**src/hdl/aarm_pkg.sv**
```systemverilog
// ============================================================================
// Axis-angle to rotation matrix package
// Shared widths, constants, data types and helper functions, most of them for elaboration.
// ============================================================================
package aarm_pkg;

	localparam int FRAC_BITS  = 16;
	localparam int IN_W       = 20;
	localparam int OUT_W      = 18;
	localparam int GB         = 30;
	localparam int MAX_STAGES = 32;
	localparam int SUM_W      = 40;
	localparam int NORM_W     = 30;
	localparam int SQ_W       = 2 * NORM_W;
	localparam int SQRT_STEPS = NORM_W;
	localparam int DIV_STEPS  = GB + 1;
	localparam int MOD_STEPS  = 5;
	localparam int TH_W       = 24;
	localparam int DW         = 34;
	localparam int DIV_PATH   = DIV_STEPS + 1;
	localparam int ANG_FIXED  = MOD_STEPS + 3;
	localparam int FRONT_LAT  = SQRT_STEPS + 2;
	localparam int POST_LAT   = 4;

	localparam logic [63:0] PI_Q60     = 64'h3243F6A8885A308D;
	localparam logic [63:0] TWO_PI_Q60 = 64'h6487ED5110B4611A;
	localparam logic [63:0] TWO_PI_F   =
		(TWO_PI_Q60 + (64'd1 << (59 - FRAC_BITS))) >> (60 - FRAC_BITS);
	localparam logic [63:0] PI_G       = (PI_Q60 + (64'd1 << 29)) >> 30;
	localparam logic [63:0] HALF_PI_G  = (PI_Q60 + (64'd1 << 30)) >> 31;
	localparam logic [63:0] LIMIT      =
		((64'd1 << (2 * FRAC_BITS)) - 64'd1) / 64'd1000000000000;

	typedef struct packed {
		logic [SQ_W-1:0] v;
		logic [SQ_W-1:0] r;
	} sqrt_t;

	typedef struct packed {
		logic [NORM_W-1:0]    rem;
		logic [DIV_STEPS-1:0] low;
		logic [DIV_STEPS-1:0] q;
		logic [NORM_W-1:0]    dv;
	} div_t;

	typedef struct packed {
		logic signed [DW-1:0] x;
		logic signed [DW-1:0] y;
		logic signed [DW-1:0] z;
		logic                 flip;
	} cordic_t;

	typedef struct packed {
		logic [2:0][IN_W-1:0] mag;
		logic [2:0]           neg;
		logic [IN_W-1:0]      aang;
		logic                 aneg;
	} side_t;

	// Shift-subtract division, used only for constants at elaboration.
	function automatic logic [63:0] udiv64(input logic [63:0] n, input logic [63:0] d);
		logic [63:0] rem;
		logic [63:0] q;
		rem = '0;
		q   = '0;
		for (int i = 63; i >= 0; i--) begin
			rem = {rem[62:0], n[i]};
			if (rem >= d) begin
				rem  = rem - d;
				q[i] = 1'b1;
			end
		end
		return q;
	endfunction

	function automatic logic [63:0] isqrt64(input logic [63:0] v);
		logic [63:0] vv;
		logic [63:0] r;
		logic [63:0] b;
		vv = v;
		r  = '0;
		b  = 64'd1 << 62;
		for (int j = 0; j < 32; j++) begin
			if (vv >= r + b) begin
				vv = vv - (r + b);
				r  = (r >> 1) + b;
			end else begin
				r = r >> 1;
			end
			b = b >> 2;
		end
		return r;
	endfunction

	function automatic logic [63:0] atan_entry(input int i);
		logic [63:0] s;
		logic [63:0] t;
		s = '0;
		if (i == 0) begin
			return (((PI_Q60 + 64'd2) >> 2) + (64'd1 << 29)) >> 30;
		end
		for (int k = 0; k < 31; k++) begin
			if (i * (2 * k + 1) <= 60) begin
				t = udiv64(64'd1 << (60 - i * (2 * k + 1)), 64'(2 * k + 1));
				if (k % 2 == 1) begin
					s = s - t;
				end else begin
					s = s + t;
				end
			end
		end
		return (s + (64'd1 << 29)) >> 30;
	endfunction

	function automatic logic [63:0] gain_inv(input int stages);
		logic [63:0] p;
		logic [63:0] a;
		p = 64'd1 << 60;
		for (int i = 0; i < MAX_STAGES; i++) begin
			if (i < stages) begin
				p = p + (p >> (2 * i));
			end
		end
		a = isqrt64(p);
		return udiv64((64'd1 << 60) + (a >> 1), a);
	endfunction

	function automatic int join_lat(input int stages);
		return (ANG_FIXED + stages > DIV_PATH) ? ANG_FIXED + stages : DIV_PATH;
	endfunction

	function automatic int total_lat(input int stages);
		return FRONT_LAT + join_lat(stages) + POST_LAT;
	endfunction

	localparam logic signed [2*DW-1:0] MQ_RND = (2*DW)'(1) <<< (GB - 1);

	// Fixed-point product rounded half up back to GB fraction bits.
	function automatic logic signed [DW-1:0] mq(input logic signed [DW-1:0] a,
	                                            input logic signed [DW-1:0] b);
		logic signed [2*DW-1:0] p;
		p = a * b;
		p = p + MQ_RND;
		p = p >>> GB;
		return p[DW-1:0];
	endfunction

endpackage

```
**src/hdl/aarm_cordic_cell.sv**
```systemverilog
// ============================================================================
// CORDIC rotation cell
// One micro-rotation of the rotation-mode CORDIC per cell.
// ============================================================================
module aarm_cordic_cell #(
	parameter int IDX = 0
) (
	input  logic             clk,
	input  aarm_pkg::cordic_t d,
	output aarm_pkg::cordic_t q
);
	import aarm_pkg::*;

	localparam logic signed [DW-1:0] AT = DW'(atan_entry(IDX));

	logic signed [DW-1:0] dx;
	logic signed [DW-1:0] dy;
	cordic_t              nxt;

	always_comb begin
		dx       = d.y >>> IDX;
		dy       = d.x >>> IDX;
		nxt.flip = d.flip;
		if (!d.z[DW-1]) begin
			nxt.x = d.x - dx;
			nxt.y = d.y + dy;
			nxt.z = d.z - AT;
		end else begin
			nxt.x = d.x + dx;
			nxt.y = d.y - dy;
			nxt.z = d.z + AT;
		end
	end

	always_ff @(posedge clk) begin
		q <= nxt;
	end
endmodule

```
**config.mk**
```make
export PLATFORM = sky130hd
export DESIGN_NAME = aarm_cordic_cell
export DESIGN_NICKNAME = d
export VERILOG_FILES = /design/src/hdl/aarm_pkg.sv /design/src/hdl/aarm_cordic_cell.sv
export SDC_FILE = /design/constraint.sdc
export NUM_CORES = 1
export LEC_CHECK = 0
export BUFFER_PORTS_ARGS = -buffer_cell sky130_fd_sc_hd__buf_2
export CORE_AREA = 2 2 127 129
export CTS_BUF_LIST = sky130_fd_sc_hd__clkbuf_4 sky130_fd_sc_hd__clkbuf_8 sky130_fd_sc_hd__clkbuf_16
export DETAILED_ROUTE_END_ITERATION = 16
export DIE_AREA = 0 0 129 131
export PLACE_DENSITY = 0.94
export SYNTH_ARGS = -nofsm -noshare
export SYNTH_HDL_FRONTEND = slang
export SYNTH_SLANG_ARGS = --single-unit
```
**constraint.sdc**
```tcl
create_clock -name clk -period 12 [get_ports clk]
set_input_delay 3 -clock clk [delete_from_list [all_inputs] [get_ports clk]]
set_output_delay 3 -clock clk [all_outputs]
set_load 0.01 [all_outputs]
```
**Word-level counts from Yosys, hierarchy flattened**

Cells that the tools add are included.

- Output and inout bits: 103
- Register bits after elaboration: 103

- Add/sub/neg operators: 5
- Mux-type cells: 1

Operators with widths:

| cell | count |
|---|---|
| 102-bit two-way mux | 1 |
| 34-bit subtractor | 2 |
| 34-bit by 31-bit adder with 34-bit output, second input constant | 1 |
| 34-bit adder | 1 |
| 34-bit by 31-bit subtractor with 34-bit output, second input constant | 1 |

**Depth between registers and ports, before layout**

- Depth in word-level cells: 2
- Gate-level depth with buffers: 14
- Mapped depth without buffers: 13

**Worst setup path after synthesis**

OpenSTA, ideal clock, no wires.

- Kind: input to register
- From: in d[34] (netlist name)
- To: reg q[34] (netlist name)
- Path slack: 5952 ps
- Stages on the path: 13
- Buffers on the path: 1
- Data arrival time: 5978 ps
- Cells stage by stage: clkinv_1 clkbuf_1 ha_1 o21ai_0 a21oi_1 a221oi_1 nor3_1 o31ai_1 a21oi_1 a41o_1 o21a_1 o21ai_0 o2bb2ai_1

RTL lines:

| item | RTL line | RTL |
|---|---|---|
| from (decl) | aarm_cordic_cell.sv:9 | `input aarm_pkg::cordic_t d,` |
| to (signal assigned) | aarm_cordic_cell.sv:36 | `q <= nxt;` |
| to (decl) | aarm_cordic_cell.sv:10 | `output aarm_pkg::cordic_t q` |

==> impl_metrics.yaml <==
yosys:
  synth_area_leaders: "dfxtp_1 22%, ha_1 18%, a21oi_1 7.8%, xnor2_1 7.1%, inv_1 4.3%"
  ys_seq_area_share_pct: 22.46
  synth_cell_types: 73
  synthArstFlopShare_pct: 0
  syn_inst: 1152
  synthesis.nets: 1391
  synth_edf_count: 0
  synth_seq_cells: 102
  synth_top_area_share_pct: 22.46
  syn-mean-instance-area_sq_um: 7.893
  syn_area_sq_um: 9092
  synthFlopType: "dfxtp_1"
  yosys_warnings: 0
  netlist.top_cell.by_area: "dfxtp_1"
timing:
  grt_setup_unrepaired: "no"
  worst_pin_slew_ps: 930.7
  fmax_ghz: 0.1577
  layout_min_cycle_time_ps: 6343
  setup_violations: 0
  hold_viol: 0
  slew_headroom_pct: 37.96
  worst_slack_ps: 5657
  drv_slew: 0
  finalSetupTns_ps: 0
  timing.final.crit_share_pct: 52.86
setup_path:
  end_kind: "flop"
  cp_max_fo: 82
  critPathKind: "input port to flop"
  worstPathArrival_ps: 6630
  crit_path_start_kind: "input port"
  crit_required_ps: 12290
clocking:
  clock_sinks: 102
  cts_made_buffers: 9
  htreeDepth: 3
  hold_buffers: 0
  cts.reportedPaths.clkPinSlew_ps: 60
  root_buffer: "clkbuf_16"
  clock_path_buffers: 2
  cts_resized: 0
  cts_tree: "built"
  cts_setup_buffers: 0
drt:
  wl_met3_mm: 2.139
  routed_via_density: 5.940
  dr.max_layer_used: "met4"
  drtIter0Drc: 762
  first_pass_iters: 6
  wl_per_cell_um: 16.83
  finalWirelength_mm: 25.98
  ant_nets: 0
  wl_met1_mm: 10.17
  via_count: 9165
  drc_errors: 0
  wl_met2_mm: 12.79
grt:
  track_usage_pct: 29.49
  grt_pass1_wl_mm: 40.18
  grt_antenna_before_repair: 0
  grt_pass1_vias: 8545
  grt_max_degree: 83
  grt_overflow_total: 0
cells_and_area:
  drive_gt1_share_pct: 18.09
  mostFrequentLayoutCell: "buf_2"
  antenna_cells: 0
  layout.nets: 1562
  layout_common_cells: "206 x buf_2, 142 x a21oi_1, 131 x ha_1"
  area_growth_pct: 15.47
  regMostFlops: "q"
  largestRegisters: "q: 102 flops"
  largest_register_ffs: 102
floorplanning:
  initial_core_util_pct: 58.29
  fp.dieH_um: 131
  num_rows: 46
  fp.dieW_um: 129
  die_area_sq_um: 16900
  core_area_sq_um: 15600
  design.portCount: 207
outcome:
  status: "completed"
placement:
  pre_cts_ws_ps: 5353
  hpwlAfterDp_mm: 20.23
  place_congestion: 1.011
  io_buffers: 206
worst_hold_path:
  worstHoldPathType: "input port to flop"
flow_run:
  maxCapViolCount: 0
power:
  power_density_nw_per_um2: 120.6
  power.leakage_nw: 5.159
  peakVddDrop_mv: 0.07750
## power by group
| group | leakage [nW] | internal [mW] | switching (mW) |
|---|---|---|---|
| logic | 4.16 | 0.217 | 0.322 |
| clock network | 0.137 | 0.160 | 0.130 |
| registers | 0.861 | 0.418 | 0.0192 |
## layout make-up
type / instances / area, sq um
Clock buffer: 9 / 225.2
Clock inverter: 6 / 63.81
Fill cell: 1309 / 5099
Inverter: 110 / 412.9
Multi-Input combinational cell: 891 / 6431
Sequential cell: 102 / 2042
Tap cell: 216 / 270.3
Timing Repair Buffer: 209 / 1054
## worst paths after layout
check	startpoint	end	slack [ps]	cells past startpoint
worst max-delay path	d[34]	q[34]$_DFF_P_	5660	13
worst min-delay path	d[0]	q[0]$_DFF_P_	2740	1
## kinds of logic (layout without fill, tap and decap cells)
family	Yosys count	in the layout	share of synthesized area, %
mux	18	18	1.995
compound gates	389	389	27.52
flops	102	102	22.46
fa+ha+maj	135	135	18.91
simple gates	255	255	13.25
xor+xnor	94	94	9.055
buf+inv	159	334	6.812
## cell usage after synthesis, types with 17 or more instances
master	instances
inv_1	105
nor3_1	17
clkbuf_1	32
xnor2_1	74
xor2_1	20
dfxtp_1	102
o21bai_1	25
mux2i_1	17
ha_1	131
a21o_1	40
nand2_1	68
o21ai_0	69
nor2_1	89
a21oi_1	142
## layer usage
layer / vias to the layer above / track usage, %
met5: - / 0
met4: 0 / 13.04
met3: 77 / 5.945
met2: 475 / 53.50
met1: 4211 / 33.59
li1: 4402 / -
## worst max-delay path: stages
cell and delay, ps:
buf_2 260, buf_4 740, ha_1 440, o21ai_0 160
a21oi_1 140, a221oi_1 410, nor3_1 110, o31ai_1 360
a21oi_1 220, a41o_1 300, o21a_1 180, o21ai_0 170
o2bb2ai_1 130
## stage by stage
| stage | total power [mW] | util [%] | cell area, sq um | hold slack [ps] | instances |
|---|---|---|---|---|---|
| 4_1_cts | 1.265 | 67.31 | 10500 | 2735 | 1543 |
| 6_report | 1.266 | 67.31 | 10500 | 2740 | 1543 |
| 5_1_grt | 1.338 | 67.31 | 10500 | 2733 | 1543 |
| 3_3_place_gp | 0.9580 | 65.46 | 10210 | 3102 | 1528 |
| 2_1_floorplan | 0.7894 | - | 9092 | 3028 | 1152 |
| 3_5_place_dp | 0.9705 | 65.46 | 10210 | 3105 | 1528 |
Power figures use the tool's default switching activity.
