`src/hdl/aarm_pkg.sv`:
```
// ============================================================================
// Axis-angle to rotation matrix package
// Shared widths, constants, data types and helper functions, most of them for elaboration.
// ============================================================================
package aarm_pkg;

	localparam int FRAC_BITS  = 16;
	localparam int IN_W       = 20;
	localparam int OUT_W      = 18;
	localparam int GB         = 30;
	localparam int MAX_STAGES = 32;
	localparam int SUM_W      = 40;
	localparam int NORM_W     = 30;
	localparam int SQ_W       = 2 * NORM_W;
	localparam int SQRT_STEPS = NORM_W;
	localparam int DIV_STEPS  = GB + 1;
	localparam int MOD_STEPS  = 5;
	localparam int TH_W       = 24;
	localparam int DW         = 34;
	localparam int DIV_PATH   = DIV_STEPS + 1;
	localparam int ANG_FIXED  = MOD_STEPS + 3;
	localparam int FRONT_LAT  = SQRT_STEPS + 2;
	localparam int POST_LAT   = 4;

	localparam logic [63:0] PI_Q60     = 64'h3243F6A8885A308D;
	localparam logic [63:0] TWO_PI_Q60 = 64'h6487ED5110B4611A;
	localparam logic [63:0] TWO_PI_F   =
		(TWO_PI_Q60 + (64'd1 << (59 - FRAC_BITS))) >> (60 - FRAC_BITS);
	localparam logic [63:0] PI_G       = (PI_Q60 + (64'd1 << 29)) >> 30;
	localparam logic [63:0] HALF_PI_G  = (PI_Q60 + (64'd1 << 30)) >> 31;
	localparam logic [63:0] LIMIT      =
		((64'd1 << (2 * FRAC_BITS)) - 64'd1) / 64'd1000000000000;

	typedef struct packed {
		logic [SQ_W-1:0] v;
		logic [SQ_W-1:0] r;
	} sqrt_t;

	typedef struct packed {
		logic [NORM_W-1:0]    rem;
		logic [DIV_STEPS-1:0] low;
		logic [DIV_STEPS-1:0] q;
		logic [NORM_W-1:0]    dv;
	} div_t;

	typedef struct packed {
		logic signed [DW-1:0] x;
		logic signed [DW-1:0] y;
		logic signed [DW-1:0] z;
		logic                 flip;
	} cordic_t;

	typedef struct packed {
		logic [2:0][IN_W-1:0] mag;
		logic [2:0]           neg;
		logic [IN_W-1:0]      aang;
		logic                 aneg;
	} side_t;

	// Shift-subtract division, used only for constants at elaboration.
	function automatic logic [63:0] udiv64(input logic [63:0] n, input logic [63:0] d);
		logic [63:0] rem;
		logic [63:0] q;
		rem = '0;
		q   = '0;
		for (int i = 63; i >= 0; i--) begin
			rem = {rem[62:0], n[i]};
			if (rem >= d) begin
				rem  = rem - d;
				q[i] = 1'b1;
			end
		end
		return q;
	endfunction

	function automatic logic [63:0] isqrt64(input logic [63:0] v);
		logic [63:0] vv;
		logic [63:0] r;
		logic [63:0] b;
		vv = v;
		r  = '0;
		b  = 64'd1 << 62;
		for (int j = 0; j < 32; j++) begin
			if (vv >= r + b) begin
				vv = vv - (r + b);
				r  = (r >> 1) + b;
			end else begin
				r = r >> 1;
			end
			b = b >> 2;
		end
		return r;
	endfunction

	function automatic logic [63:0] atan_entry(input int i);
		logic [63:0] s;
		logic [63:0] t;
		s = '0;
		if (i == 0) begin
			return (((PI_Q60 + 64'd2) >> 2) + (64'd1 << 29)) >> 30;
		end
		for (int k = 0; k < 31; k++) begin
			if (i * (2 * k + 1) <= 60) begin
				t = udiv64(64'd1 << (60 - i * (2 * k + 1)), 64'(2 * k + 1));
				if (k % 2 == 1) begin
					s = s - t;
				end else begin
					s = s + t;
				end
			end
		end
		return (s + (64'd1 << 29)) >> 30;
	endfunction

	function automatic logic [63:0] gain_inv(input int stages);
		logic [63:0] p;
		logic [63:0] a;
		p = 64'd1 << 60;
		for (int i = 0; i < MAX_STAGES; i++) begin
			if (i < stages) begin
				p = p + (p >> (2 * i));
			end
		end
		a = isqrt64(p);
		return udiv64((64'd1 << 60) + (a >> 1), a);
	endfunction

	function automatic int join_lat(input int stages);
		return (ANG_FIXED + stages > DIV_PATH) ? ANG_FIXED + stages : DIV_PATH;
	endfunction

	function automatic int total_lat(input int stages);
		return FRONT_LAT + join_lat(stages) + POST_LAT;
	endfunction

	localparam logic signed [2*DW-1:0] MQ_RND = (2*DW)'(1) <<< (GB - 1);

	// Fixed-point product rounded half up back to GB fraction bits.
	function automatic logic signed [DW-1:0] mq(input logic signed [DW-1:0] a,
	                                            input logic signed [DW-1:0] b);
		logic signed [2*DW-1:0] p;
		p = a * b;
		p = p + MQ_RND;
		p = p >>> GB;
		return p[DW-1:0];
	endfunction

endpackage

```
`src/hdl/aarm_sqrt_cell.sv`:
```
// ============================================================================
// Square root cell
// One result bit of the digit-by-digit integer square root per cell.
// ============================================================================
module aarm_sqrt_cell #(
	parameter int STEP = 0
) (
	input  logic           clk,
	input  aarm_pkg::sqrt_t d,
	output aarm_pkg::sqrt_t q
);
	import aarm_pkg::*;

	localparam logic [SQ_W-1:0] B = SQ_W'(64'd1 << (2 * (SQRT_STEPS - 1 - STEP)));

	logic [SQ_W:0] trial;
	sqrt_t         nxt;

	always_comb begin
		trial = {1'b0, d.r} + {1'b0, B};
		if ({1'b0, d.v} >= trial) begin
			nxt.v = d.v - trial[SQ_W-1:0];
			nxt.r = (d.r >> 1) + B;
		end else begin
			nxt.v = d.v;
			nxt.r = d.r >> 1;
		end
	end

	always_ff @(posedge clk) begin
		q <= nxt;
	end
endmodule

```
`config.mk`:
```
export PLATFORM = sky130hd
export DESIGN_NAME = aarm_sqrt_cell
export DESIGN_NICKNAME = d
export VERILOG_FILES = /design/src/hdl/aarm_pkg.sv /design/src/hdl/aarm_sqrt_cell.sv
export SDC_FILE = /design/constraint.sdc
export NUM_CORES = 1
export LEC_CHECK = 0
export ABC_AREA = 1
export BUFFER_PORTS_ARGS = -buffer_cell sky130_fd_sc_hd__clkbuf_2
export CAP_MARGIN = 10
export CELL_PAD_IN_SITES_DETAIL_PLACEMENT = 0
export CELL_PAD_IN_SITES_GLOBAL_PLACEMENT = 1
export CORE_MARGIN = 2
export CORE_UTILIZATION = 36
export CTS_BUF_LIST = sky130_fd_sc_hd__clkbuf_16
export CTS_CLUSTER_DIAMETER = 120
export DETAILED_ROUTE_END_ITERATION = 10
export PLACE_DENSITY = 0.84
export SYNTH_ARGS = -nofsm -noshare
export SYNTH_HDL_FRONTEND = slang
export SYNTH_SLANG_ARGS = --single-unit
```
`constraint.sdc`:
```
create_clock -name clk -period 2.22 [get_ports clk]
set_input_delay 0.111 -clock clk [delete_from_list [all_inputs] [get_ports clk]]
set_output_delay 0.111 -clock clk [all_outputs]
set_load 0.02 [all_outputs]
```
# Yosys cells after proc, flatten, opt, wreduce, memory -nomap -nowiden
# Cells that the tools add are included.
# W data, S select, Z words.
op_classes:
  addsub: 3
  mux: 1
  n_div: 0
  n_lt_le_gt_ge: 1
  n_eq_ne: 0
  shifts: 0
  bitwise: 0
  mul: 0
  reduce_logical: 0
ops:
  columns: ["op", "count"]
  rows:
  - ["$mux W120", 1]
  - ["$add A60 B59 Y61 const B", 1]
  - ["$ge A60 B61 Y1", 1]
  - ["$add A59 B59 Y60 const B", 1]
  - ["$sub A60 B60 Y60", 1]
word_totals:
  rom_bits: 0
  n_memories: 0
  output_inout_bits: 120
  latch_bits: 0
  ff_bits: 120
  input_bits: 121
  ram_bits: 0
  wordCells: 8

# Depth between registers and ports, before layout
logic_depth:
  depth_word: 3
  mapped_depth: 17
  ltp_nobuf: 17

# Least setup slack after synthesis
# No wires, ideal clock.
synth_timing:
  path_type: "input port to flip-flop"
  startpoint: "input d[58] (netlist bit)"
  endpoint: "register q[117] (netlist bit)"
  arrival_time_ps: 1746
  setup_slack_ps: 361
  cell_stages: 14
  cell_sequence: "ha_1 inv_1 ha_1 inv_1 nor2_1 inv_1 o21ai_0 nor2_1 nand2_1 a21oi_1 nand3_4 buf_6 nand3_1 nand2_1"
synth_rtl:
  columns: ["item", "line", "source"]
  rows:
  - ["start, declared", "aarm_sqrt_cell.sv:9", "input aarm_pkg::sqrt_t d,"]
  - ["end signal, assigned", "aarm_sqrt_cell.sv:31", "q <= nxt;"]
  - ["end, declared", "aarm_sqrt_cell.sv:10", "output aarm_pkg::sqrt_t q"]

==> impl_metrics.csv <==
group,metric,value,unit
status,status,"complete, no violations",
power_and_ir_drop,p_leak,0.00849,uW
clock_tree,clkTransAtPathRegs,60,ps
synthesis,synth_compound_area_frac,0.0287,
drt,via_per_inst,4.55,
synthesis,synth-seq-cells,120,
drt,drc,0,
synthesis,syn_inst,1585,
synthesis,yosysTopAreaCellShare,0.260,
power_and_ir_drop,power.switching,3240,uW
global_route,overflow,0,
clock_tree,cts.path.max_buffers,2,
clock_tree,cts_sinks,120,
global_route,grt.total_usage,0.280,
timing,final_hold_viol_count,0,
synthesis,synth_area,9230,um2
synthesis,ys_seq_area_frac,0.260,
placement,port_buffers,240,
global_route,grt_start_max_net_pins,28,
power_and_ir_drop,p_int,5840,uW
drt,dr_wl_met2,19400,um
synthesis,synthAdderAreaFrac,0.0849,
synthesis,synth.yosys.warnings,0,
min_path,min_path_type,"in2reg",
timing,setup_viol,0,
synthesis,ys_types,36,
synthesis,yosys.area.top_type,"dfxtp_1",
cells_and_area,insertedDiodeCount,0,
synthesis,synth_top_family_by_area,"simple AND/OR/NAND/NOR gates",
setup_path,cp_data_arrival_time,2480,ps
floorplanning,core-area,25200,um2
floorplanning,row_count,58,
global_route,grt_pass1_vias,10600,
placement,place_area,11900,um2
cells_and_area,largest_reg_flops,120,
cells_and_area,area_delta_synth_final,53.7,%
drt,dr.pass1.iters,5,
power_and_ir_drop,p_per_area,641,nW/um2
cells_and_area,drive_gt1_frac,0.253,
synthesis,avgSynthCellArea,5.82,um2
floorplanning,die_x,164,um
global_route,antenna_found_initial,0,
drt,routedWlPerCell,16.2,um
cells_and_area,design_area,14200,um2
setup_path,crit_required,2530,ps
power_and_ir_drop,power_frac_seq,0.276,
clock_tree,htreeDepth,4,
power_and_ir_drop,p_comb_frac,0.368,
cells_and_area,top_regs,"q x120",
global_route,grt_pass1_wl,56900,um
synthesis,post_synth_mux_area_share,0,
drt,dr.max_layer_used,"met4",
power_and_ir_drop,clockPowerShare,0.355,
power_and_ir_drop,swShare,0.357,
placement,dp_slack,-175,ps
drt,wl_met1,17000,um
timing,tightestPinTransition,486,ps
synthesis,yosys.area_share.simple,0.433,
timing,report.final.slew_viol_count,0,
min_path,holdPathStages,4,
synthesis,syn-num-nets,1768,
timing,fin_crit_sh,0.975,
setup_path,end_kind,"flop",
synthesis,yosys-top-cells-area,"dfxtp_1 26%, nand2_1 26%, inv_1 15%",
floorplanning,dieArea,26900,um2
placement,place.gp.congestion,0.966,
timing,fmax,0.462,GHz
power_and_ir_drop,irDropWorstVdd,444,uV
drt,vias,11100,
floorplanning,start_util,0.367,
drt,drt_iter0_markers,697,
cells_and_area,fin_nets,2279,
timing,worst_slack,55.9,ps
cells_and_area,fin_util,0.563,
timing,holdWs,40.3,ps
timing,period_needed,2160,ps
floorplanning,ios,241,
flow_run,maxCapViolCount,0,
synthesis,synth_xor_area_frac,0.0275,
cells_and_area,largest_register,"q",
clock_tree,cts_made_buffers,17,
clock_tree,cts_root_buf,"clkbuf_16",
drt,antenna_left,0,
placement,place.detailed.hpwl,31400,um
drt,wl_met3,2110,um
setup_path,startpoint_type,"primary input",
timing,slew_headroom,0.673,
drt,drt-total-wl,39400,um
timing,fin_tns_setup,0,ps
floorplanning,die_h,164,um
clock_tree,tritoncts,"built",
setup_path,critPathKind,"in2reg",
setup_path,worst-path-max-fanout,6,
[path summary, 6_finish.rpt]
kind	end	startpoint	slack (ps)
max	q[118]	d[90]	60
min	q[85]	d[85]	40
[worst max-delay path: stages]
cell and delay (ps):
dlygate4sd3_1 540, clkbuf_2 140, ha_4 240, nand2_1 60
nand2_1 80, nand2_1 70, nand2_1 90, nand2_1 70
nand2_1 90, nand2_1 90, nand2_2 90, a21oi_4 220
nand3_4 200, buf_6 200, nand3_1 120, nand2_1 60
[repair_timing]
action,CTS,global route
endpoints found under the hold margin,114,0
endpoints found under the setup margin,0,62
buffers inserted,0,7
hold buffers,114,0
resized for setup,0,75
[synth_stat cells (all sizes together)]
master,instances
a21o,1
a21oi,38
and2,8
and3,1
buf,14
clkbuf,4
clkinv,1
dfxtp,120
fa,1
ha,61
inv,365
nand2,641
nand3,144
nand3b,3
nand4,17
nor2,107
nor3,13
nor4,4
o211ai,1
o21a,1
o21ai,9
o21bai,1
or2,1
xnor2,2
xor2,27
[stage by stage]
step / power, uW / std cells
floorplan: 4310 / 1585
global route: 9540 / 2438
CTS: 8970 / 2427
global placement: 5560 / 2282
detailed placement: 5580 / 2282
finish: 9090 / 2438
[final cells by class]
class	instances	area, um2
clock buffers	17	425
clock inverters	14	231
fillers	2601	11000
inverters	366	1370
multi-input cells	1082	5640
flip-flops and latches	120	2400
well taps	330	413
repair buffers	509	3700
[logic make-up (layout without fill, tap and decap cells)]
kind of cell,Yosys count,count (layout)
buffers and inverters,384,906
and+or+nand+nor,939,940
AOI/OAI and AO/OA,51,51
DFF,120,120
xor gates and xnor gates,29,29
adders and majority gates,62,62
[power groups by stage]
stage / sequential (uW) / clock (uW) / combinational, uW
finish: 2510 / 3230 / 3350
detailed placement: 2560 / 0 / 3020
CTS: 2510 / 3260 / 3190
global placement: 2560 / 0 / 3010
global route: 2530 / 3340 / 3660
floorplan: 2900 / 0 / 1410
[routing by layer]
metal  track usage  vias up
met1         0.345     4956
li1              -     5775
met4        0.0774        0
met3        0.0389       44
met5             0        -
met2         0.506      321
[cells in the final DEF, fill, tap and decap left out, types with 8 or more instances in the layout]
| cell | synthesis | routed |
|---|---|---|
| dlygate4sd3_1 | 0 | 114 |
| xor2_1 | 27 | 27 |
| nand4_1 | 17 | 17 |
| clkbuf_2 | 0 | 238 |
| inv_1 | 357 | 354 |
| nand2_2 | 6 | 23 |
| nand2_1 | 635 | 616 |
| ha_4 | 0 | 9 |
| nand3_1 | 122 | 116 |
| buf_12 | 0 | 8 |
| a21oi_1 | 38 | 34 |
| nor2_2 | 6 | 12 |
| buf_4 | 1 | 141 |
| ha_1 | 61 | 51 |
| dfxtp_1 | 120 | 120 |
| inv_2 | 8 | 12 |
| clkbuf_16 | 0 | 21 |
| nor2_1 | 99 | 89 |
| nand3_2 | 21 | 27 |
Power figures use the tool's default switching activity.
