[config.mk]
export PLATFORM = sky130hd
export DESIGN_NAME = aarm_div_cell
export DESIGN_NICKNAME = d
export VERILOG_FILES = /design/src/hdl/aarm_pkg.sv /design/src/hdl/aarm_div_cell.sv
export SDC_FILE = /design/constraint.sdc
export NUM_CORES = 1
export LEC_CHECK = 0
export BUFFER_PORTS_ARGS = -buffer_cell sky130_fd_sc_hd__buf_4
export CAP_MARGIN = 20
export CORE_ASPECT_RATIO = 1.4
export CORE_MARGIN = 2
export CORE_UTILIZATION = 40
export DETAILED_ROUTE_END_ITERATION = 16
export PLACE_DENSITY_LB_ADDON = 0.15
export SLEW_MARGIN = 30
export SYNTH_ARGS = -nofsm -noshare
export SYNTH_HDL_FRONTEND = slang
export SYNTH_SLANG_ARGS = --single-unit
[constraint.sdc]
create_clock -name clk -period 2.75 [get_ports clk]
set_input_delay 0.55 -clock clk [delete_from_list [all_inputs] [get_ports clk]]
set_output_delay 0.55 -clock clk [all_outputs]
set_load 0.1 [all_outputs]
[src/hdl/aarm_pkg.sv]
// ============================================================================
// Axis-angle to rotation matrix package
// Shared widths, constants, data types and helper functions, most of them for elaboration.
// ============================================================================
package aarm_pkg;

	localparam int FRAC_BITS  = 16;
	localparam int IN_W       = 20;
	localparam int OUT_W      = 18;
	localparam int GB         = 30;
	localparam int MAX_STAGES = 32;
	localparam int SUM_W      = 40;
	localparam int NORM_W     = 30;
	localparam int SQ_W       = 2 * NORM_W;
	localparam int SQRT_STEPS = NORM_W;
	localparam int DIV_STEPS  = GB + 1;
	localparam int MOD_STEPS  = 5;
	localparam int TH_W       = 24;
	localparam int DW         = 34;
	localparam int DIV_PATH   = DIV_STEPS + 1;
	localparam int ANG_FIXED  = MOD_STEPS + 3;
	localparam int FRONT_LAT  = SQRT_STEPS + 2;
	localparam int POST_LAT   = 4;

	localparam logic [63:0] PI_Q60     = 64'h3243F6A8885A308D;
	localparam logic [63:0] TWO_PI_Q60 = 64'h6487ED5110B4611A;
	localparam logic [63:0] TWO_PI_F   =
		(TWO_PI_Q60 + (64'd1 << (59 - FRAC_BITS))) >> (60 - FRAC_BITS);
	localparam logic [63:0] PI_G       = (PI_Q60 + (64'd1 << 29)) >> 30;
	localparam logic [63:0] HALF_PI_G  = (PI_Q60 + (64'd1 << 30)) >> 31;
	localparam logic [63:0] LIMIT      =
		((64'd1 << (2 * FRAC_BITS)) - 64'd1) / 64'd1000000000000;

	typedef struct packed {
		logic [SQ_W-1:0] v;
		logic [SQ_W-1:0] r;
	} sqrt_t;

	typedef struct packed {
		logic [NORM_W-1:0]    rem;
		logic [DIV_STEPS-1:0] low;
		logic [DIV_STEPS-1:0] q;
		logic [NORM_W-1:0]    dv;
	} div_t;

	typedef struct packed {
		logic signed [DW-1:0] x;
		logic signed [DW-1:0] y;
		logic signed [DW-1:0] z;
		logic                 flip;
	} cordic_t;

	typedef struct packed {
		logic [2:0][IN_W-1:0] mag;
		logic [2:0]           neg;
		logic [IN_W-1:0]      aang;
		logic                 aneg;
	} side_t;

	// Shift-subtract division, used only for constants at elaboration.
	function automatic logic [63:0] udiv64(input logic [63:0] n, input logic [63:0] d);
		logic [63:0] rem;
		logic [63:0] q;
		rem = '0;
		q   = '0;
		for (int i = 63; i >= 0; i--) begin
			rem = {rem[62:0], n[i]};
			if (rem >= d) begin
				rem  = rem - d;
				q[i] = 1'b1;
			end
		end
		return q;
	endfunction

	function automatic logic [63:0] isqrt64(input logic [63:0] v);
		logic [63:0] vv;
		logic [63:0] r;
		logic [63:0] b;
		vv = v;
		r  = '0;
		b  = 64'd1 << 62;
		for (int j = 0; j < 32; j++) begin
			if (vv >= r + b) begin
				vv = vv - (r + b);
				r  = (r >> 1) + b;
			end else begin
				r = r >> 1;
			end
			b = b >> 2;
		end
		return r;
	endfunction

	function automatic logic [63:0] atan_entry(input int i);
		logic [63:0] s;
		logic [63:0] t;
		s = '0;
		if (i == 0) begin
			return (((PI_Q60 + 64'd2) >> 2) + (64'd1 << 29)) >> 30;
		end
		for (int k = 0; k < 31; k++) begin
			if (i * (2 * k + 1) <= 60) begin
				t = udiv64(64'd1 << (60 - i * (2 * k + 1)), 64'(2 * k + 1));
				if (k % 2 == 1) begin
					s = s - t;
				end else begin
					s = s + t;
				end
			end
		end
		return (s + (64'd1 << 29)) >> 30;
	endfunction

	function automatic logic [63:0] gain_inv(input int stages);
		logic [63:0] p;
		logic [63:0] a;
		p = 64'd1 << 60;
		for (int i = 0; i < MAX_STAGES; i++) begin
			if (i < stages) begin
				p = p + (p >> (2 * i));
			end
		end
		a = isqrt64(p);
		return udiv64((64'd1 << 60) + (a >> 1), a);
	endfunction

	function automatic int join_lat(input int stages);
		return (ANG_FIXED + stages > DIV_PATH) ? ANG_FIXED + stages : DIV_PATH;
	endfunction

	function automatic int total_lat(input int stages);
		return FRONT_LAT + join_lat(stages) + POST_LAT;
	endfunction

	localparam logic signed [2*DW-1:0] MQ_RND = (2*DW)'(1) <<< (GB - 1);

	// Fixed-point product rounded half up back to GB fraction bits.
	function automatic logic signed [DW-1:0] mq(input logic signed [DW-1:0] a,
	                                            input logic signed [DW-1:0] b);
		logic signed [2*DW-1:0] p;
		p = a * b;
		p = p + MQ_RND;
		p = p >>> GB;
		return p[DW-1:0];
	endfunction

endpackage

[src/hdl/aarm_div_cell.sv]
// ============================================================================
// Division cell
// One quotient bit of a restoring division per cell; the divisor rides along.
// ============================================================================
module aarm_div_cell (
	input  logic          clk,
	input  aarm_pkg::div_t d,
	output aarm_pkg::div_t q
);
	import aarm_pkg::*;

	logic [NORM_W:0] rem2;
	logic [NORM_W:0] diff;
	logic            ge;
	div_t            nxt;

	always_comb begin
		rem2      = {d.rem, d.low[DIV_STEPS-1]};
		diff      = rem2 - {1'b0, d.dv};
		ge        = (rem2 >= {1'b0, d.dv});
		nxt.rem   = ge ? diff[NORM_W-1:0] : rem2[NORM_W-1:0];
		nxt.low   = d.low << 1;
		nxt.q     = {d.q[DIV_STEPS-2:0], ge};
		nxt.dv    = d.dv;
	end

	always_ff @(posedge clk) begin
		q <= nxt;
	end
endmodule

* Yosys cells after proc, flatten, opt, wreduce, memory -nomap -nowiden
Cells that the tools add are included.
** Word-level totals
- Flip-flop bits (word level) :: 121
- Bits in latches :: 0
- Bits in writable memories :: 0
- Memory bits (read-only) :: 0
- Bits of input ports :: 123
- Logic and storage cells :: 7
- Memories :: 0
** Operators by class
- Add/sub/neg operators :: 1
- Multiply operators :: 0
- Div/mod/pow operators :: 0
- Magnitude comparators :: 1
- Equal/unequal tests :: 0
- Shift-type cells :: 0
- Multiplexer cells :: 1
- Bitwise gates (word level) :: 0
- Reduce and logical (&&, ||, !) cells :: 0
** Operators by type and width (count)
- >= comparator 31 x 30 -> 1 bit :: 1
- two-way mux 30 bit :: 1
- subtractor 30 bit :: 1

* Logic depth before layout (Yosys ltp)
Gate-level depths: netlist (run 1).
- Depth in word-level cells :: 2
- Gate-level depth with buffers :: 11

* Worst setup path after synthesis (run 1)
OpenSTA, ideal clock, no wires.
- Path type :: input to register
- Start point :: in d[91] (netlist bit)
- End point :: reg q[106] (netlist bit)
- Setup time :: 0.121 ns
- Arrival time :: 2.667 ns
- Required time :: 2.629 ns
- Path slack :: -0.038 ns
- Stages on the path :: 11
- Buffers on the path :: 0
- Path through :: inv_1 -> ha_1 -> fa_1 -> nand2b_1 -> a2111oi_2 -> nor2_1 -> o21ai_1 -> a31oi_1 -> o21ai_0 -> xor2_1 -> mux2_2
** RTL lines
- start, declared :: line aarm_div_cell.sv:7 : input aarm_pkg::div_t d,
- end signal, assigned :: line aarm_div_cell.sv:28 : q <= nxt;
- end, declared :: line aarm_div_cell.sv:8 : output aarm_pkg::div_t q

==> flow_metrics.py, run 1 <==
metrics = {
    "outcome": {
        "status": "complete, no violations",
    },
    "die": {
        "core_area_um2": 11200,
        "fp.dieW_um": 93.9,
        "io-pin-count": 245,
        "die_y_um": 130,
        "placementRows": 46,
        "dieArea_um2": 12200,
        "start_util": 0.405,
    },
    "timing": {
        "setup_slack_ns": 0.136,
        "rsz0062_at_grt": "true",
        "setup_viol": 0,
        "max_freq_mhz": 382,
        "finalHoldViolations": 0,
        "period_share": 0.951,
        "drv_slew": 0,
        "min_period_ns": 2.61,
    },
    "clocking": {
        "clk_pin_slew_ns": 0.06,
        "h-tree-depth": 4,
        "cts.sinks": 121,
        "cts_buffers": 17,
        "clk_path_buf_depth": 2,
        "ctsHoldBuffers": 0,
        "clk_root_buffer_cell": "clkbuf_16",
        "cts_tree": "done",
    },
    "power": {
        "vdd_drop_max_mv": 0.492,
        "leakage_nw": 3.78,
        "p_per_area_nw_per_um2": 862,
    },
    "logic_synthesis": {
        "synth_top_area_frac": 0.535,
        "seq_area_frac_synth": 0.535,
        "synth_ff_type": "dfxtp_1",
        "synthAdderAreaFrac": 0.0874,
        "synth_edf_count": 0,
        "syn_area_um2": 4530,
        "synth_top_family_by_area": "compound AO/OA/AOI/OAI gates",
        "yosys.area_share.simple": 0.0846,
        "synth_cell_types": 48,
        "yosys-mux-area-fraction": 0.0669,
        "synth-compound-area-share": 0.128,
        "synth_top_area_cell": "dfxtp_1",
        "yosys-top-cells-area": "dfxtp_1 (54%), ha_1 (8.3%), mux2_2 (6.5%)",
        "syn-num-nets": 575,
        "synth-seq-cells": 121,
        "synth-xor-area-share": 0.0503,
        "async_flop_share": 0,
        "avgSynthCellArea_um2": 10.7,
        "yosysWarningCount": 0,
        "synthCells": 421,
    },
    "setup_path": {
        "crit_chain": "buf_4, ha_1, fa_1, nand2b_1, a2111oi_4, o21ai_2, nand3_1, nand2_1, o31a_1, xnor2_1, mux2_2",
        "endpoint_kind": "register",
        "crit_fanout": 3,
        "crit_path_start_kind": "input port",
        "critPathSlowestCell": "a2111oi_4",
        "cp.arrival_ns": 2.92,
        "worstPathRequired_ns": 3.05,
        "cpPeakStageDelay_ns": 0.44,
        "crit_type": "in -> reg",
    },
    "global_route": {
        "grt_max_degree": 19,
        "grtUsageTotal": 0.208,
        "grt_pass1_wl_um": 19600,
        "grt_overflow": 0,
        "grt_antenna_before_repair": 1,
        "grt_pass1_vias": 4185,
    },
    "cells_and_area": {
        "fillCellCount": 938,
        "final_util": 0.674,
        "area_delta_synth_final_pct": 66.4,
        "layout_commonest_cell": "buf_4",
        "layout-drive-gt1-share": 0.491,
        "multi_input_area_um2": 1920,
        "fin_nets": 882,
        "top_regs": "q x121",
        "instances_no_fill": 886,
        "layout_common_cells": "buf_4 (294), dfxtp_1 (121), inv_1 (41)",
        "ff_latch_area_um2": 2420,
        "largest_register_ffs": 121,
        "regMostFlops": "q",
    },
    "placement": {
        "post-dp-hpwl_um": 10700,
        "finalWeightedCongestion": 0.844,
        "place_ws_ns": -0.275,
        "io_buffers": 242,
        "dp_cells": 853,
    },
    "routing": {
        "drt_iter0_drc": 104,
        "ant_nets": 0,
        "routed_wl_um": 12900,
        "detail_route.wl_per_cell_um": 14.6,
        "first_pass_iters": 4,
        "avgViaCountPerCell": 4.63,
        "drc": 0,
        "vias": 4106,
    },
    "run": {
        "cap_violations": 0,
    },
    "worst_hold_path": {
        "hold_path_class": "in -> reg",
    },
}
power breakdown:
part           internal [W]  switching (W)  leakage (nW)
sequential          0.00192      0.0000449          1.02
combinational      0.000646        0.00164          2.47
clock               0.00137       0.000874         0.287
total               0.00394        0.00256          3.78
worst paths after layout:
| kind | cells after the start | end | startpoint |
|---|---|---|---|
| max | 11 | q[120] | d[0] |
| min | 1 | q[32] | d[31] |
layout make-up:
class                      instances  area share
clock buffer                      17      0.0565
timing repair buffer             296       0.298
inverter                          41      0.0204
multi-input combinational        251       0.255
antenna                            1    0.000332
sequential                       121       0.322
clock inverter                    15      0.0236
tap                              144      0.0239
metrics by stage:
| stage | total power, W | setup TNS [ns] | instance area [um2] | hold WS, ns |
|---|---|---|---|---|
| floorplan | 0.00367 | 0 | 4540 | 0.578 |
| global placement | 0.00428 | -4.95 | 6910 | 0.655 |
| detailed placement | 0.00430 | -5.90 | 6910 | 0.656 |
| CTS | 0.00656 | 0 | 7510 | 0.221 |
| global route | 0.00673 | -0.00374 | 7530 | 0.218 |
| finish | 0.00650 | 0 | 7530 | 0.240 |
Yosys cell counts, drive strengths merged (2+ instances only):
cell and instances:
a211oi 2, xor2 10, o21ai 19, a21oi 28
dfxtp 121, a2111oi 2, o21bai 2, and3 3
a31oi 4, nand2 18, nor4 3, clkbuf 4
o31a 3, nand4 5, a21o 17, ha 30
nor3 8, nand3 11, nor2b 4, or2 2
o21a 5, xnor2 16, nor2 18, buf 4
inv 41, mux2 26
per-layer routing:
layer / wire (um) / part of all wire / vias up / global-route usage
li1: - / - / 2071 / -
met1: 4410 / 0.34 / 1843 / 0.196
met2: 6950 / 0.54 / 174 / 0.392
met3: 1330 / 0.10 / 18 / 0.0906
met4: 259 / 0.020 / 0 / 0.0784
met5: 0 / 0 / - / 0
kinds of logic after synthesis:
group | Yosys count
multiplexers | 27
adder cells (fa/ha/maj) | 31
flip-flops | 121
buffers and inverters | 49
other | 1
XOR/XNOR | 26
AO/OA/AOI/OAI | 88
AND/OR/NAND/NOR | 78
repair_timing:
action / 4_1_cts / 5_1_grt
gates resized for setup: 0 / 3
buffers inserted: 0 / 0
setup endpoints to repair: 0 / 1
critical path, delay by kind of cell:
| family | cells | cell delay, ns |
|---|---|---|
| buffers and inverters | 1 | 0.11 |
| and+or+nand+nor | 3 | 0.37 |
| AOI/OAI and AO/OA | 3 | 0.87 |
| muxes | 1 | 0.25 |
| xor gates and xnor gates | 1 | 0.13 |
| adders and majority gates | 2 | 0.62 |
Note: power is estimated with default switching activity, not from simulation.
==> inputs of run 2 (changes only) <==
CORE_UTILIZATION = 42   (was 40)
CTS_BUF_LIST = sky130_fd_sc_hd__clkbuf_4 sky130_fd_sc_hd__clkbuf_8   (was default)
clock period = 2.31 ns   (was 2.75 ns; I/O delays follow)
==> flow_metrics.py, run 2 (synthesis gave the netlist of run 1 again) <==
metrics = {
    "cells_and_area": {
        "fin_nets": 914,
        "largest_register_ffs": 121,
        "diodes": 0,
        "regMostFlops": "q",
        "layout_common_cells": "buf_4 (325), dfxtp_1 (121), inv_1 (40)",
        "fillCellCount": 802,
        "area_delta_synth_final_pct": 69.6,
        "layout-drive-gt1-share": 0.527,
        "top_regs": "q x121",
        "instances_no_fill": 910,
        "layout_commonest_cell": "buf_4",
    },
    "timing": {
        "setup_viol": 22,
        "period_share": 1.03,
        "drv_slew": 0,
        "min_period_ns": 2.37,
        "finalHoldViolations": 0,
        "rsz0062_at_grt": "true",
        "setup_slack_ns": -0.0602,
        "timing.setup.tns_ns": -0.896,
        "max_freq_mhz": 422,
        "whs_ns": 0.128,
    },
    "setup_path": {
        "crit_chain": "buf_12, inv_12, ha_4, nor2b_4, o31a_1, o21ai_2, a211oi_2, o21a_1, or2_4, a21oi_4, buf_12, mux2_2",
        "cpPeakStageDelay_ns": 0.36,
        "crit_type": "in -> reg",
        "crit_fanout": 24,
        "worstPathRequired_ns": 2.63,
        "crit_buf_inv": 3,
        "endpoint_kind": "register",
        "critical-path-top-delay-family": "compound AO/OA/AOI/OAI gates",
        "crit_path_start_kind": "input port",
        "crit_top_cell": "buf_12",
        "cp.arrival_ns": 2.69,
        "critPathSlowestCell": "mux2_2",
    },
    "routing": {
        "drt-met1-wl_um": 4660,
        "drt_iter0_drc": 141,
        "detailroute.wirelength.met2_um": 7600,
        "vias": 4287,
        "drc": 0,
        "routed_wl_um": 13800,
        "wl_met3_um": 1150,
        "ant_nets": 0,
        "first_pass_iters": 4,
        "highest_layer": "met4",
        "detail_route.wl_per_cell_um": 15.1,
        "avgViaCountPerCell": 4.71,
    },
    "placement": {
        "post-dp-hpwl_um": 11000,
        "io_buffers": 242,
        "finalWeightedCongestion": 0.838,
        "dp_cells": 877,
    },
    "outcome": {
        "violations": "negative setup slack",
        "status": "complete, but fails checks",
    },
    "global_route": {
        "grt_max_degree": 25,
        "grt_pass1_wl_um": 21000,
        "grt_pass1_vias": 4404,
        "grtUsageTotal": 0.232,
        "grt_antenna_before_repair": 0,
        "grt_overflow": 0,
    },
    "clocking": {
        "clk_path_buf_depth": 2,
        "h-tree-depth": 4,
        "cts_buffers": 17,
        "clk_pin_slew_ns": 0.07,
        "cts.sinks": 121,
        "ctsHoldBuffers": 0,
        "clk_root_buffer_cell": "clkbuf_8",
        "cts_tree": "done",
    },
    "die": {
        "fp.dieW_um": 91.7,
        "die_y_um": 127,
        "io-pin-count": 245,
        "core_area_um2": 10500,
        "placementRows": 44,
        "dieArea_um2": 11600,
        "start_util": 0.433,
    },
    "power": {
        "leakage_nw": 3.88,
        "vdd_drop_max_mv": 0.686,
        "p_per_area_nw_per_um2": 940,
    },
    "run": {
        "cap_violations": 0,
    },
    "worst_hold_path": {
        "hold_path_class": "in -> reg",
    },
}
-- run 2: cell types whose count changed in the layout (fill, tap and decap cells not counted), moves of 3 or more --
cell	change
ha_1	-4
clkbuf_16	-17
inv_8	-3
inv_6	-3
clkbuf_8	+17
buf_4	+31
-- run 2: where the power goes --
| group | leakage (nW) | internal, W | switching (W) | total [W] |
|---|---|---|---|---|
| registers | 1.02 | 0.00229 | 0.0000570 | 0.00234 |
| clock network | 0.208 | 0.00118 | 0.000874 | 0.00205 |
| logic | 2.65 | 0.000832 | 0.00199 | 0.00282 |
| total | 3.88 | 0.00429 | 0.00292 | 0.00722 |
-- run 2: routing by layer --
metal | up-vias | track usage
li1 | 2131 | -
met1 | 1949 | 0.218
met2 | 181 | 0.448
met3 | 26 | 0.0849
met4 | 0 | 0.0896
met5 | - | 0
-- run 2: per-stage QoR --
step	total power [W]	worst slack (ns)	cell area [um2]	util
floorplan	0.00439	-0.225	4610	-
global placement	0.00517	-0.457	7180	0.687
detailed placement	0.00520	-0.527	7180	0.687
CTS	0.00726	-0.0469	7620	0.728
global route	0.00747	-0.119	7680	0.734
finish	0.00722	-0.0602	7680	0.734
-- run 2: repair_timing --
action                                 in CTS  in global routing
endpoints found under the hold margin       0                  0
buffers inserted                            0                  2
setup endpoints to repair                  25                 26
resized for setup                           1                 11
-- run 2: cell type report --
cell class	instances	area, um2	share of cell area
repair buffers	328	2490	0.325
well taps	138	173	0.0225
clock buffers	17	234	0.0305
flip-flops and latches	121	2420	0.316
inverters	41	166	0.0217
multi-input cells	251	1990	0.260
clock inverters	14	196	0.0256
-- run 2: final timing paths --
path,start,end,slack [ns],cells after the start
hold / removal,d[80],q[81],0.13,1
setup / recovery,d[1],q[109],-0.06,12
==> inputs of run 3 (changes only) <==
ABC_AREA = 1   (was default)
CORE_UTILIZATION = 44   (was 42)
MAX_ROUTING_LAYER = met4   (was default)
==> flow_metrics.py, run 3 <==
metrics = {
    "setup_path": {
        "crit_chain": "buf_4, ha_1, fa_1, inv_1, buf_4, nand3_1, nand3_1, nand2_1, nand3_1, nand2_1, nand3_1, nand2_1",
        "worstPathRequired_ns": 2.64,
        "cpPeakStageDelay_ns": 0.39,
        "crit_top_cell": "nand3_1",
        "crit_type": "in -> reg",
        "critical-path-top-delay-family": "simple AND/OR/NAND/NOR gates",
        "endpoint_kind": "register",
        "cp.arrival_ns": 2.16,
        "critPathSlowestCell": "fa_1",
        "crit_buf_inv": 3,
        "crit_path_start_kind": "input port",
        "crit_fanout": 3,
    },
    "die": {
        "die_y_um": 134,
        "start_util": 0.451,
        "fp.dieW_um": 97.0,
        "placementRows": 47,
        "dieArea_um2": 13000,
        "io-pin-count": 245,
        "core_area_um2": 11800,
    },
    "cells_and_area": {
        "layout-drive-gt1-share": 0.309,
        "final_util": 0.676,
        "regMostFlops": "q",
        "area_delta_synth_final_pct": 49.9,
        "top_regs": "q x121",
        "fillCellCount": 1076,
        "layout_common_cells": "buf_4 (279), nand2_1 (245), inv_1 (160)",
        "layout_commonest_cell": "buf_4",
        "largest_register_ffs": 121,
        "diodes": 0,
        "instances_no_fill": 1190,
        "fin_nets": 1184,
    },
    "clocking": {
        "clk_pin_slew_ns": 0.08,
        "clk_path_buf_depth": 2,
        "ctsHoldBuffers": 0,
        "cts.sinks": 121,
        "clk_root_buffer_cell": "clkbuf_8",
        "cts_tree": "done",
        "cts_buffers": 17,
        "post_cts_resize_count": 0,
        "post_cts_buffers": 0,
        "h-tree-depth": 4,
    },
    "placement": {
        "dp_cells": 1158,
        "post-dp-hpwl_um": 13200,
        "io_buffers": 242,
        "place_ws_ns": 0.0257,
        "finalWeightedCongestion": 0.953,
    },
    "power": {
        "p_per_area_nw_per_um2": 861,
        "p_switching_w": 0.00303,
        "p_sw_frac": 0.440,
        "leakage_nw": 4.62,
        "internal_power_w": 0.00385,
        "seqPwrFrac": 0.339,
        "clkPwrFrac": 0.270,
        "vdd_drop_max_mv": 0.411,
        "comb_power_share": 0.391,
    },
    "logic_synthesis": {
        "synth_top_area_cell": "dfxtp_1",
        "syn_area_um2": 5330,
        "yosysWarningCount": 0,
        "synth_top_area_frac": 0.454,
        "async_flop_share": 0,
        "synth_cell_types": 29,
        "seq_area_frac_synth": 0.454,
        "synth_edf_count": 0,
        "synth-seq-cells": 121,
        "yosys-top-cells-area": "dfxtp_1 (45%), nand2_1 (17%), inv_1 (11%)",
        "synthCells": 736,
        "yosys.cell_count.top_type": "nand2_1",
        "syn-num-nets": 890,
        "synth_common_cells": "nand2_1 (245), inv_1 (160), dfxtp_1 (121)",
        "synth_ff_type": "dfxtp_1",
        "avgSynthCellArea_um2": 7.24,
    },
    "timing": {
        "timing.setup.tns_ns": 0,
        "drv_slew": 0,
        "period_share": 0.794,
        "max_freq_mhz": 545,
        "finalHoldViolations": 0,
        "min_period_ns": 1.83,
        "rsz0062_at_grt": "false",
        "setup_slack_ns": 0.475,
        "setup_viol": 0,
    },
    "global_route": {
        "grtUsageTotal": 0.253,
        "grt_overflow": 0,
        "grt_pass1_vias": 5266,
        "grt_max_degree": 25,
        "grt_pass1_wl_um": 25000,
        "grt_antenna_before_repair": 0,
    },
    "worst_hold_path": {
        "hold_path_class": "in -> reg",
    },
    "outcome": {
        "status": "complete, no violations",
    },
    "run": {
        "cap_violations": 0,
    },
    "routing": {
        "routed_wl_um": 15900,
        "avgViaCountPerCell": 4.50,
        "ant_nets": 0,
        "drt_iter0_drc": 139,
        "drc": 0,
        "detail_route.wl_per_cell_um": 13.3,
        "first_pass_iters": 4,
        "vias": 5355,
    },
}
==> run 3: through the flow <==
stage          instance area, um2  total power [W]  hold WS [ns]
6_report                     7990          0.00688         0.126
3_3_place_gp                 7600          0.00506         0.566
2_1_floorplan                5330          0.00434         0.490
5_1_grt                      7990          0.00719        0.0912
4_1_cts                      7990          0.00695        0.0972
3_5_place_dp                 7600          0.00508         0.568
==> run 3: cells by family (layout without fill, tap and decap cells) <==
logic type,count (synthesis),in the layout,synth area share
AND/OR/NAND/NOR,370,370,0.290
buffers and inverters,169,476,0.126
flip-flops,121,121,0.454
adder cells (fa/ha/maj),31,31,0.0742
AO/OA/AOI/OAI,30,30,0.0312
XOR/XNOR,14,14,0.0230
other,1,1,0.000703
==> run 3: cell type report <==
type | count | area (um2) | area share
tap | 147 | 184 | 0.0230
clock inverter | 15 | 151 | 0.0189
clock buffer | 17 | 234 | 0.0293
timing repair buffer | 282 | 2150 | 0.270
multi-input combinational | 446 | 2240 | 0.280
inverter | 162 | 608 | 0.0761
sequential | 121 | 2420 | 0.303
==> run 3: per-layer routing <==
metal,track usage,vias to the layer above,wire [um]
li1,-,2810,-
met1,0.247,2326,5950
met2,0.469,181,8330
met3,0.0646,38,1040
met4,0.113,0,541
met5,-,-,0
==> run 3: power by group through the flow <==
stage / logic, W / registers, W / clock network, W
finish: 0.00269 / 0.00233 / 0.00185
CTS: 0.00270 / 0.00234 / 0.00192
global route: 0.00284 / 0.00235 / 0.00200
floorplan: 0.000579 / 0.00376 / 0
detailed placement: 0.00269 / 0.00238 / 0
global placement: 0.00268 / 0.00238 / 0
==> run 3: worst paths after layout <==
check,depth (start not counted),startpoint,slack (ns),endpoint
hold / removal,1,d[34],0.13,q[35]
setup / recovery,12,d[0],0.48,q[118]
